==> src/assert_macros.svh <==
// ----------------------------------------------------------------------------
// assert_macros.svh
// Clocked assertion helpers used by the tpc_ctrl sequencer.
// ----------------------------------------------------------------------------
`ifndef ASSERT_MACROS_SVH
`define ASSERT_MACROS_SVH

// Check a property at every rising edge, skipped while reset is held.
`define ASSERT_CLK(lbl, clk, rst_n, prop) \
  lbl: assert property (@(posedge clk) disable iff (!rst_n) prop) \
    else $error("assertion failed");

// Check that a condition never holds outside reset.
`define ASSERT_NEVER(lbl, clk, rst_n, cond) \
  lbl: assert property (@(posedge clk) disable iff (!rst_n) !(cond)) \
    else $error("forbidden condition seen");

`endif

==> src/tpc_pkg.sv <==
// ----------------------------------------------------------------------------
// tpc_pkg
// Shared widths and control/config types of the touch point calibrator.
// ----------------------------------------------------------------------------
package tpc_pkg;

  localparam int RAW_W     = 12;              // raw ADC sample width
  localparam int RES_W     = 10;              // resolution / held point width
  localparam int PROD_W    = RAW_W + RES_W;   // offset * resolution
  localparam int OUT_W     = 9;               // pixel coordinate port width
  localparam int DIV_STEPS = PROD_W;          // one quotient bit per cycle
  localparam int CNT_W     = $clog2(DIV_STEPS);

  typedef struct packed {
    logic [RAW_W-1:0] x_raw_min;
    logic [RAW_W-1:0] x_raw_max;
    logic [RAW_W-1:0] y_raw_min;
    logic [RAW_W-1:0] y_raw_max;
    logic             invert_x;
    logic             invert_y;
    logic             swap_axes;
  } cfg_t;

  typedef struct packed {
    logic load;      // capture raw sample, form offsets
    logic mul;       // scale offsets by resolution, clear remainders
    logic div_step;  // one restoring division step on both axes
    logic fin;       // saturate, mirror and update the held point
    logic out_load;  // move held point into the output register
    logic pressed;   // pressed flag for the result being loaded
  } cmd_t;

endpackage

==> src/touch_point_calibrate_unit.sv <==
// ----------------------------------------------------------------------------
// touch_point_calibrate_unit
// Linear calibration of raw resistive touch samples into pixel coordinates.
// ----------------------------------------------------------------------------
// Usage:
//   Input channel (in_*): one transfer per controller poll carrying the
//   touched and sample-present flags plus the newest raw 12-bit X/Y pair.
//   Result channel (out_*): exactly one transfer per input transfer, in order.
//   A poll with both flags set yields the newly calibrated point with
//   out_pressed high; any other poll yields the held point with it low.
//   Steps: a pressed poll runs the scale step, 22 restoring division steps,
//   the clamp step and the output load; a released poll goes straight to
//   the output load. The 22-step division loop runs on both axes at once,
//   and a new poll is taken only once the current one has been loaded.
//   in_stall is high while an item is in work; the output register lets the
//   block take a new item while the previous result is still waiting.
//   If out_stall holds the output register full, the finished item waits in
//   place and no further input is taken. Reset: calibration registers return
//   to their defaults, held point is 0, no result is pending. The user must
//   write registers over the APB port only while idle; the block won't check.
// ----------------------------------------------------------------------------
module touch_point_calibrate_unit import tpc_pkg::*; #(
  parameter int H_RES = 480,
  parameter int V_RES = 320
) (
  input  logic             clk,
  input  logic             rst_n,
  // input channel
  input  logic             in_valid,
  output logic             in_stall,
  input  logic             in_touched,
  input  logic             in_sample_present,
  input  logic [RAW_W-1:0] in_raw_x,
  input  logic [RAW_W-1:0] in_raw_y,
  // result channel
  output logic             out_valid,
  input  logic             out_stall,
  output logic [OUT_W-1:0] out_point_x,
  output logic [OUT_W-1:0] out_point_y,
  output logic             out_pressed,
  // configuration port
  input  logic             psel,
  input  logic             penable,
  input  logic             pwrite,
  input  logic [4:0]       paddr,
  input  logic [31:0]      pwdata,
  output logic [31:0]      prdata,
  output logic             pready
);

  // Register indexes (byte address = 4 * index).
  localparam logic [2:0] REG_X_MIN  = 3'd0;
  localparam logic [2:0] REG_X_MAX  = 3'd1;
  localparam logic [2:0] REG_Y_MIN  = 3'd2;
  localparam logic [2:0] REG_Y_MAX  = 3'd3;
  localparam logic [2:0] REG_INV_X  = 3'd4;
  localparam logic [2:0] REG_INV_Y  = 3'd5;
  localparam logic [2:0] REG_SWAP   = 3'd6;

  cfg_t       cfg_r;
  cmd_t       cmd;
  logic       wr_en;
  logic [2:0] reg_idx;

  assign pready  = 1'b1;
  assign reg_idx = paddr[4:2];
  assign wr_en   = psel & penable & pwrite & pready;

  // Register file: take the write on the access cycle, drop unknown indexes.
  always_ff @(posedge clk) begin
    if (!rst_n) begin
      cfg_r.x_raw_min <= RAW_W'(1000);
      cfg_r.x_raw_max <= RAW_W'(3200);
      cfg_r.y_raw_min <= RAW_W'(1000);
      cfg_r.y_raw_max <= RAW_W'(2000);
      cfg_r.invert_x  <= 1'b1;
      cfg_r.invert_y  <= 1'b1;
      cfg_r.swap_axes <= 1'b0;
    end else if (wr_en) begin
      case (reg_idx)
        REG_X_MIN: cfg_r.x_raw_min <= pwdata[RAW_W-1:0];
        REG_X_MAX: cfg_r.x_raw_max <= pwdata[RAW_W-1:0];
        REG_Y_MIN: cfg_r.y_raw_min <= pwdata[RAW_W-1:0];
        REG_Y_MAX: cfg_r.y_raw_max <= pwdata[RAW_W-1:0];
        REG_INV_X: cfg_r.invert_x  <= pwdata[0];
        REG_INV_Y: cfg_r.invert_y  <= pwdata[0];
        REG_SWAP:  cfg_r.swap_axes <= pwdata[0];
        default: begin
        end
      endcase
    end
  end

  // Read back the addressed register, zero-extended.
  always_comb begin
    case (reg_idx)
      REG_X_MIN: prdata = 32'(cfg_r.x_raw_min);
      REG_X_MAX: prdata = 32'(cfg_r.x_raw_max);
      REG_Y_MIN: prdata = 32'(cfg_r.y_raw_min);
      REG_Y_MAX: prdata = 32'(cfg_r.y_raw_max);
      REG_INV_X: prdata = 32'(cfg_r.invert_x);
      REG_INV_Y: prdata = 32'(cfg_r.invert_y);
      REG_SWAP:  prdata = 32'(cfg_r.swap_axes);
      default:   prdata = '0;
    endcase
  end

  // Sequencer: handshakes and step count.
  tpc_ctrl u_ctrl (
    .clk               (clk),
    .rst_n             (rst_n),
    .in_valid          (in_valid),
    .in_touched        (in_touched),
    .in_sample_present (in_sample_present),
    .in_stall          (in_stall),
    .out_valid         (out_valid),
    .out_stall         (out_stall),
    .cmd               (cmd)
  );

  // Arithmetic for both axes, held point and result payload.
  tpc_datapath #(
    .H_RES (H_RES),
    .V_RES (V_RES)
  ) u_datapath (
    .clk         (clk),
    .rst_n       (rst_n),
    .cmd         (cmd),
    .cfg         (cfg_r),
    .in_raw_x    (in_raw_x),
    .in_raw_y    (in_raw_y),
    .out_point_x (out_point_x),
    .out_point_y (out_point_y),
    .out_pressed (out_pressed)
  );

endmodule

==> src/tpc_ctrl.sv <==
// ----------------------------------------------------------------------------
// tpc_ctrl
// Sequencer: input handshake, division step count and output register valid.
// ----------------------------------------------------------------------------
`include "assert_macros.svh"

module tpc_ctrl import tpc_pkg::*; (
  input  logic clk,
  input  logic rst_n,
  input  logic in_valid,
  input  logic in_touched,
  input  logic in_sample_present,
  output logic in_stall,
  output logic out_valid,
  input  logic out_stall,
  output cmd_t cmd
);

  localparam logic [2:0] ST_IDLE = 3'd0;
  localparam logic [2:0] ST_MUL  = 3'd1;
  localparam logic [2:0] ST_DIV  = 3'd2;
  localparam logic [2:0] ST_FIN  = 3'd3;
  localparam logic [2:0] ST_PUT  = 3'd4;

  logic [2:0]       state_r, state_nxt;
  logic [CNT_W-1:0] cnt_r, cnt_nxt;
  logic             pressed_r, pressed_nxt;
  logic             out_valid_r, out_valid_nxt;
  logic             accept, press, out_free;

  assign in_stall  = (state_r != ST_IDLE);
  assign accept    = in_valid & ~in_stall;
  assign press     = in_touched & in_sample_present;
  assign out_free  = ~out_valid_r | ~out_stall;
  assign out_valid = out_valid_r;

  always_comb begin
    state_nxt   = state_r;
    cnt_nxt     = cnt_r;
    pressed_nxt = pressed_r;
    case (state_r)
      ST_IDLE: begin
        if (accept) begin
          pressed_nxt = press;
          state_nxt   = press ? ST_MUL : ST_PUT;
        end
      end
      ST_MUL: begin
        cnt_nxt   = '0;
        state_nxt = ST_DIV;
      end
      ST_DIV: begin
        if (cnt_r == CNT_W'(DIV_STEPS - 1)) begin
          state_nxt = ST_FIN;
        end else begin
          cnt_nxt = cnt_r + 1'b1;
        end
      end
      ST_FIN: begin
        state_nxt = ST_PUT;
      end
      ST_PUT: begin
        if (out_free) begin
          state_nxt = ST_IDLE;
        end
      end
      default: begin
        state_nxt = ST_IDLE;
      end
    endcase
  end

  always_comb begin
    cmd.load     = accept & press;
    cmd.mul      = (state_r == ST_MUL);
    cmd.div_step = (state_r == ST_DIV);
    cmd.fin      = (state_r == ST_FIN);
    cmd.out_load = (state_r == ST_PUT) & out_free;
    cmd.pressed  = pressed_r;
  end

  always_comb begin
    out_valid_nxt = out_valid_r;
    if (cmd.out_load) begin
      out_valid_nxt = 1'b1;
    end else if (~out_stall) begin
      out_valid_nxt = 1'b0;
    end
  end

  always_ff @(posedge clk) begin
    if (!rst_n) begin
      state_r     <= ST_IDLE;
      cnt_r       <= '0;
      pressed_r   <= 1'b0;
      out_valid_r <= 1'b0;
    end else begin
      state_r     <= state_nxt;
      cnt_r       <= cnt_nxt;
      pressed_r   <= pressed_nxt;
      out_valid_r <= out_valid_nxt;
    end
  end

  `ASSERT_CLK(a_fin_after_div, clk, rst_n, (state_r == ST_FIN) |-> ($past(state_r) == ST_DIV))
  `ASSERT_CLK(a_accept_leaves_idle, clk, rst_n, accept |=> (state_r != ST_IDLE))
  `ASSERT_CLK(a_out_from_put, clk, rst_n, $rose(out_valid_r) |-> ($past(state_r) == ST_PUT))

endmodule

==> src/tpc_datapath.sv <==
// ----------------------------------------------------------------------------
// tpc_datapath
// Offset, scale, restoring divide, clamp and mirror for both axes; held point
// and output register.
// ----------------------------------------------------------------------------
module tpc_datapath import tpc_pkg::*; #(
  parameter int H_RES = 480,
  parameter int V_RES = 320
) (
  input  logic             clk,
  input  logic             rst_n,
  input  cmd_t             cmd,
  input  cfg_t             cfg,
  input  logic [RAW_W-1:0] in_raw_x,
  input  logic [RAW_W-1:0] in_raw_y,
  output logic [OUT_W-1:0] out_point_x,
  output logic [OUT_W-1:0] out_point_y,
  output logic             out_pressed
);

  localparam logic [RES_W-1:0] HRES_V = RES_W'(H_RES);
  localparam logic [RES_W-1:0] VRES_V = RES_W'(V_RES);

  logic [RAW_W-1:0]  rx, ry;
  logic [RAW_W-1:0]  off_x_r, off_y_r;
  logic [PROD_W-1:0] num_x_r, num_y_r;   // dividend bits out, quotient bits in
  logic [RAW_W-1:0]  rem_x_r, rem_y_r;
  logic [RAW_W-1:0]  div_x, div_y;
  logic              ok_x, ok_y;
  logic [RAW_W:0]    trial_x, trial_y;
  logic              q_x, q_y;
  logic [RES_W-1:0]  val_x, val_y;
  logic [RES_W-1:0]  held_x_r, held_y_r;
  logic [OUT_W-1:0]  out_x_r, out_y_r;
  logic              out_pressed_r;

  assign rx = cfg.swap_axes ? in_raw_y : in_raw_x;
  assign ry = cfg.swap_axes ? in_raw_x : in_raw_y;

  assign ok_x  = cfg.x_raw_max > cfg.x_raw_min;
  assign ok_y  = cfg.y_raw_max > cfg.y_raw_min;
  assign div_x = cfg.x_raw_max - cfg.x_raw_min;
  assign div_y = cfg.y_raw_max - cfg.y_raw_min;

  assign trial_x = {rem_x_r, num_x_r[PROD_W-1]};
  assign trial_y = {rem_y_r, num_y_r[PROD_W-1]};
  assign q_x     = trial_x >= {1'b0, div_x};
  assign q_y     = trial_y >= {1'b0, div_y};

  // Clamp at the resolution, zero on an empty span, then mirror.
  always_comb begin
    val_x = '0;
    val_y = '0;
    if (ok_x) begin
      val_x = (num_x_r > PROD_W'(HRES_V)) ? HRES_V : num_x_r[RES_W-1:0];
    end
    if (ok_y) begin
      val_y = (num_y_r > PROD_W'(VRES_V)) ? VRES_V : num_y_r[RES_W-1:0];
    end
    if (cfg.invert_x) begin
      val_x = HRES_V - val_x;
    end
    if (cfg.invert_y) begin
      val_y = VRES_V - val_y;
    end
  end

  always_ff @(posedge clk) begin
    if (cmd.load) begin
      off_x_r <= (rx > cfg.x_raw_min) ? (rx - cfg.x_raw_min) : '0;
      off_y_r <= (ry > cfg.y_raw_min) ? (ry - cfg.y_raw_min) : '0;
    end
    if (cmd.mul) begin
      num_x_r <= PROD_W'(off_x_r) * PROD_W'(HRES_V);
      num_y_r <= PROD_W'(off_y_r) * PROD_W'(VRES_V);
      rem_x_r <= '0;
      rem_y_r <= '0;
    end else if (cmd.div_step) begin
      rem_x_r <= q_x ? RAW_W'(trial_x - {1'b0, div_x}) : trial_x[RAW_W-1:0];
      rem_y_r <= q_y ? RAW_W'(trial_y - {1'b0, div_y}) : trial_y[RAW_W-1:0];
      num_x_r <= {num_x_r[PROD_W-2:0], q_x};
      num_y_r <= {num_y_r[PROD_W-2:0], q_y};
    end
    if (cmd.out_load) begin
      out_x_r       <= held_x_r[OUT_W-1:0];
      out_y_r       <= held_y_r[OUT_W-1:0];
      out_pressed_r <= cmd.pressed;
    end
  end

  always_ff @(posedge clk) begin
    if (!rst_n) begin
      held_x_r <= '0;
      held_y_r <= '0;
    end else if (cmd.fin) begin
      held_x_r <= val_x;
      held_y_r <= val_y;
    end
  end

  assign out_point_x = out_x_r;
  assign out_point_y = out_y_r;
  assign out_pressed = out_pressed_r;

endmodule
==> config.mk <==
export PLATFORM = sky130hd
export DESIGN_NAME = touch_point_calibrate_unit
export DESIGN_NICKNAME = d
export VERILOG_FILES = /design/src/tpc_pkg.sv /design/src/touch_point_calibrate_unit.sv /design/src/tpc_ctrl.sv /design/src/tpc_datapath.sv
export VERILOG_INCLUDE_DIRS = /design/src /design/src/src
export SDC_FILE = /design/constraint.sdc
export NUM_CORES = 1
export LEC_CHECK = 0
export ABC_AREA = 1
export BUFFER_PORTS_ARGS = -buffer_cell sky130_fd_sc_hd__buf_2
export CAP_MARGIN = 30
export CORE_MARGIN = 3
export CORE_UTILIZATION = 55
export CTS_CLUSTER_SIZE = 12
export DETAILED_ROUTE_END_ITERATION = 10
export GPL_ROUTABILITY_DRIVEN = 0
export PLACE_DENSITY = 0.82
export SLEW_MARGIN = 10
export SYNTH_ARGS = -nofsm -noshare
export SYNTH_HDL_FRONTEND = slang
export SYNTH_SLANG_ARGS = --single-unit
export TNS_END_PERCENT = 20
==> constraint.sdc <==
create_clock -name clk -period 3.27 [get_ports clk]
set_input_delay 0.1635 -clock clk [delete_from_list [all_inputs] [get_ports clk]]
set_output_delay 0.1635 -clock clk [all_outputs]
set_load 0.01 [all_outputs]
==> flow_summary.ini <==
[cells_and_area]
drive_above_1_share_pct = 14.69
final_nets = 2072
antenna_cells = 0
syn_to_final_growth_pct = 16.21

[global_route]
grt_pass1_wl_mm = 57.56
antenna_found_initial = 0
grt_overflow = 0
grt_max_degree = 60
grt_pass1_vias = 11500
grtUsageTotal_pct = 27.56

[sta]
rsz0062_at_grt = true
worst_pin_slew_ns = 0.6837
worst_slack_ns = -0.04671
hold_viol = 0
clock.fmax_mhz = 301.5
timing.final.crit_share_pct = 101.4
finalCriticalPeriod_ns = 3.317
slew_headroom_pct = 54.14
finalHoldWorstSlack_ns = 0.03311
setup_viol = 1
skew_ns = 0.01124
drv_slew = 0

[setup_path]
start_kind = flop
critPathKind = reg2reg
crit_path_end_kind = flop
worstPathMaxFanout = 3
crit_required_ns = 3.47
arrival_ns = 3.52

[floorplanning]
rows = 55
core_um2 = 23050
die_w_um = 160.6
die_area_um2 = 25790
io_pins = 124
die_h_um = 160.6
start_util_pct = 57.01

[clock_tree]
cts_tree = done
cts.sinks = 190
clockBufferDepth = 2
clock_latency_ns = 0.45
clk_pin_slew_worst_paths_ns = 0.08
cts_root_buf = clkbuf_16
htreeDepth = 4
cts_made_buffers = 17

[synthesis]
ys.flop_type = dfxtp_1
synth-edff-count = 74
synth-seq-area-share_pct = 34.58
synth_seq_cells = 190
yosysWarnings = 0
ys_types = 59
syn_area_per_cell_um2 = 7.677
syn_area_um2 = 13140
syn_inst = 1712
ys_async_sr_fraction_pct = 0

[power]
seqPwrFrac_pct = 38.3
internal_power_uw = 4934
p_clk_share_pct = 26.4
cellPowerDensity_nw_per_um2 = 515.0
combPwrFrac_pct = 35.3
netSwitchingFraction_pct = 37.27
ir_worst_vdd_mv = 0.4423
switchingPower_uw = 2931
leakagePower_uw = 0.007017

[drt]
vias_per_cell = 5.772
drc_errors = 0
first_iter_violations = 1393
wl_per_cell_um = 16.99
wirelength_mm = 37.12
dr.pass1.iters = 6
ant_nets = 0
vias = 12610

[place]
io_buffers = 80
hpwl_mm = 27.27
pre_cts_ws_ns = -0.1036

[status]
status = finished, violations left
violations = negative setup slack

[job]
drv_cap = 0

[min_path]
hold_class = in2reg
## worst paths after layout
| check | from | to | slack [ns] | cells past startpoint |
|---|---|---|---|---|
| setup / recovery | u_datapath.off_x_r[3]$_SDFFCE_PP0P_ | u_datapath.num_x_r[20]$_DFFE_PP_ | -0.05 | 13 |
| hold / removal | pwdata[3] | cfg_r[42]$_SDFFE_PN1P_ | 0.03 | 3 |
| setup reg to reg | u_datapath.off_x_r[3]$_SDFFCE_PP0P_ | u_datapath.num_x_r[20]$_DFFE_PP_ | -0.05 | 13 |
| hold reg to reg | u_datapath.held_y_r[7]$_SDFFE_PN0P_ | u_datapath.out_point_y[7]$_DFFE_PP_ | 0.44 | 0 |
## power groups by stage
stage	Sequential, uW	Combinational, uW	Clock [uW]
after floorplan	2980	1760	0
after detailed placement	3040	2400	0
final	3010	2770	2080
after global routing	3040	3070	2170
after global placement	3030	2300	0
after CTS	3000	2450	2080
## cell usage after synthesis, drive strengths merged, types with 3 or more instances
library cell | n | area share [%]
a211oi | 3 | 0.17
a21boi | 3 | 0.17
a21oi | 165 | 6.3
a22o | 3 | 0.20
a31oi | 5 | 0.24
buf | 27 | 1.4
clkbuf | 37 | 1.1
clkinv | 4 | 0.12
dfxtp | 116 | 18
edfxtp | 74 | 17
fa | 28 | 4.3
ha | 115 | 11
inv | 236 | 6.7
nand2 | 311 | 9.0
nand3 | 71 | 2.7
nand3b | 3 | 0.17
nand4 | 19 | 0.90
nor2 | 167 | 4.9
nor3 | 16 | 0.73
nor3b | 5 | 0.32
nor4 | 3 | 0.14
o2111ai | 13 | 0.87
o211ai | 14 | 0.80
o21ai | 155 | 6.0
o21bai | 7 | 0.40
o221ai | 10 | 0.67
o22ai | 19 | 0.90
o311ai | 3 | 0.20
or2 | 4 | 0.19
xnor2 | 17 | 1.1
xor2 | 41 | 2.7
## flip-flops by register name, summed over array words and instances, names as in the netlist
| signal | cells |
|---|---|
| cfg_r | 51 |
| u_datapath.num_x_r | 22 |
| u_datapath.num_y_r | 22 |
| u_datapath.off_x_r | 12 |
| u_datapath.off_y_r | 12 |
| u_datapath.rem_x_r | 12 |
| u_datapath.rem_y_r | 12 |
| u_datapath.held_x_r | 9 |
| u_datapath.held_y_r | 9 |
| u_datapath.out_point_x | 9 |
| u_datapath.out_point_y | 9 |
| u_ctrl.cnt_r | 5 |
| u_ctrl.state_r | 3 |
| u_ctrl.out_valid | 1 |
| u_ctrl.pressed_r | 1 |
| u_datapath.out_pressed | 1 |
## logic make-up (layout without fill, tap and decap cells)
kind of cell	Yosys count	after routing	synth area share [%]
adders and majority gates	143	143	15.21
AOI/OAI and AO/OA	414	414	17.82
xor gates and xnor gates	58	58	3.865
other	2	21	0.05714
DFF	190	190	34.58
and+or+nand+nor	601	601	19.13
buffers and inverters	304	445	9.339
## layer usage
| layer | GRT usage (%) | wire, um |
|---|---|---|
| met5 | 0 | 0 |
| met4 | 8.363 | 913 |
| met3 | 4.075 | 3729 |
| met2 | 45.14 | 17310 |
| met1 | 37.89 | 15170 |
## cell type report
type / count / area (um2)
fillers: 1826 / 7780
multi-input cells: 1237 / 7700
flip-flops and latches: 190 / 4547
repair buffers: 173 / 1155
inverters: 240 / 904.6
clock buffers: 17 / 425.4
well taps: 313 / 391.6
clock inverters: 15 / 150.1
## layout by cell type, fill, tap and decap left out, drive strengths merged, types with 2 or more instances in the layout
master | netlist | layout
a21o | 2 | 2
xnor2 | 17 | 17
o21bai | 7 | 7
fa | 28 | 28
a21oi | 165 | 165
nor3 | 16 | 16
nand4 | 19 | 19
buf | 27 | 162
nand3 | 71 | 71
o221ai | 10 | 10
ha | 115 | 115
nor2 | 167 | 167
edfxtp | 74 | 74
dlygate4sd3 | 0 | 11
nand3b | 3 | 3
nor4 | 3 | 3
o32ai | 2 | 2
conb | 2 | 21
or2 | 4 | 4
dfxtp | 116 | 116
o311ai | 3 | 3
nand2 | 311 | 311
nor3b | 5 | 5
o21ai | 155 | 155
a31oi | 5 | 5
o211ai | 14 | 14
o2111ai | 13 | 13
o21a | 2 | 2
o22ai | 19 | 19
xor2 | 41 | 41
a32o | 2 | 2
a211oi | 3 | 3
clkbuf | 37 | 17
a21boi | 3 | 3
clkinv | 4 | 10
inv | 236 | 244
a22o | 3 | 3
## through the flow
step                      instance area [um2]  setup TNS, ns  std cells  util (%)  total power [uW]
after global routing                    15270         -2.265       2185     66.25              8282
after floorplan                         13210              0       1731         -              4743
final                                   15270       -0.04671       2185     66.25              7865
after CTS                               14910      -0.001435       2168     64.67              7529
after detailed placement                14200         -1.180       2124     61.58              5442
after global placement                  14200              0       2124     61.58              5328
## worst max-delay path, stage by stage, from the launching register on
cell	delay (ns)
edfxtp_1	0.39
inv_2	0.08
buf_4	0.14
fa_1	0.51
fa_1	0.51
inv_1	0.04
ha_1	0.32
a21oi_1	0.19
o21ai_1	0.13
nand2_1	0.13
o2111ai_4	0.13
a21oi_1	0.23
xor2_1	0.10
a22o_1	0.18
## repair_timing
item	in CTS	in global routing
buffers inserted	1	17
pin swaps	1	26
resized for setup	9	75
endpoints found under the hold margin	22	0
hold buffers	11	0
endpoints found under the setup margin	25	50
No activity file was read; power rests on OpenSTA's default activity.
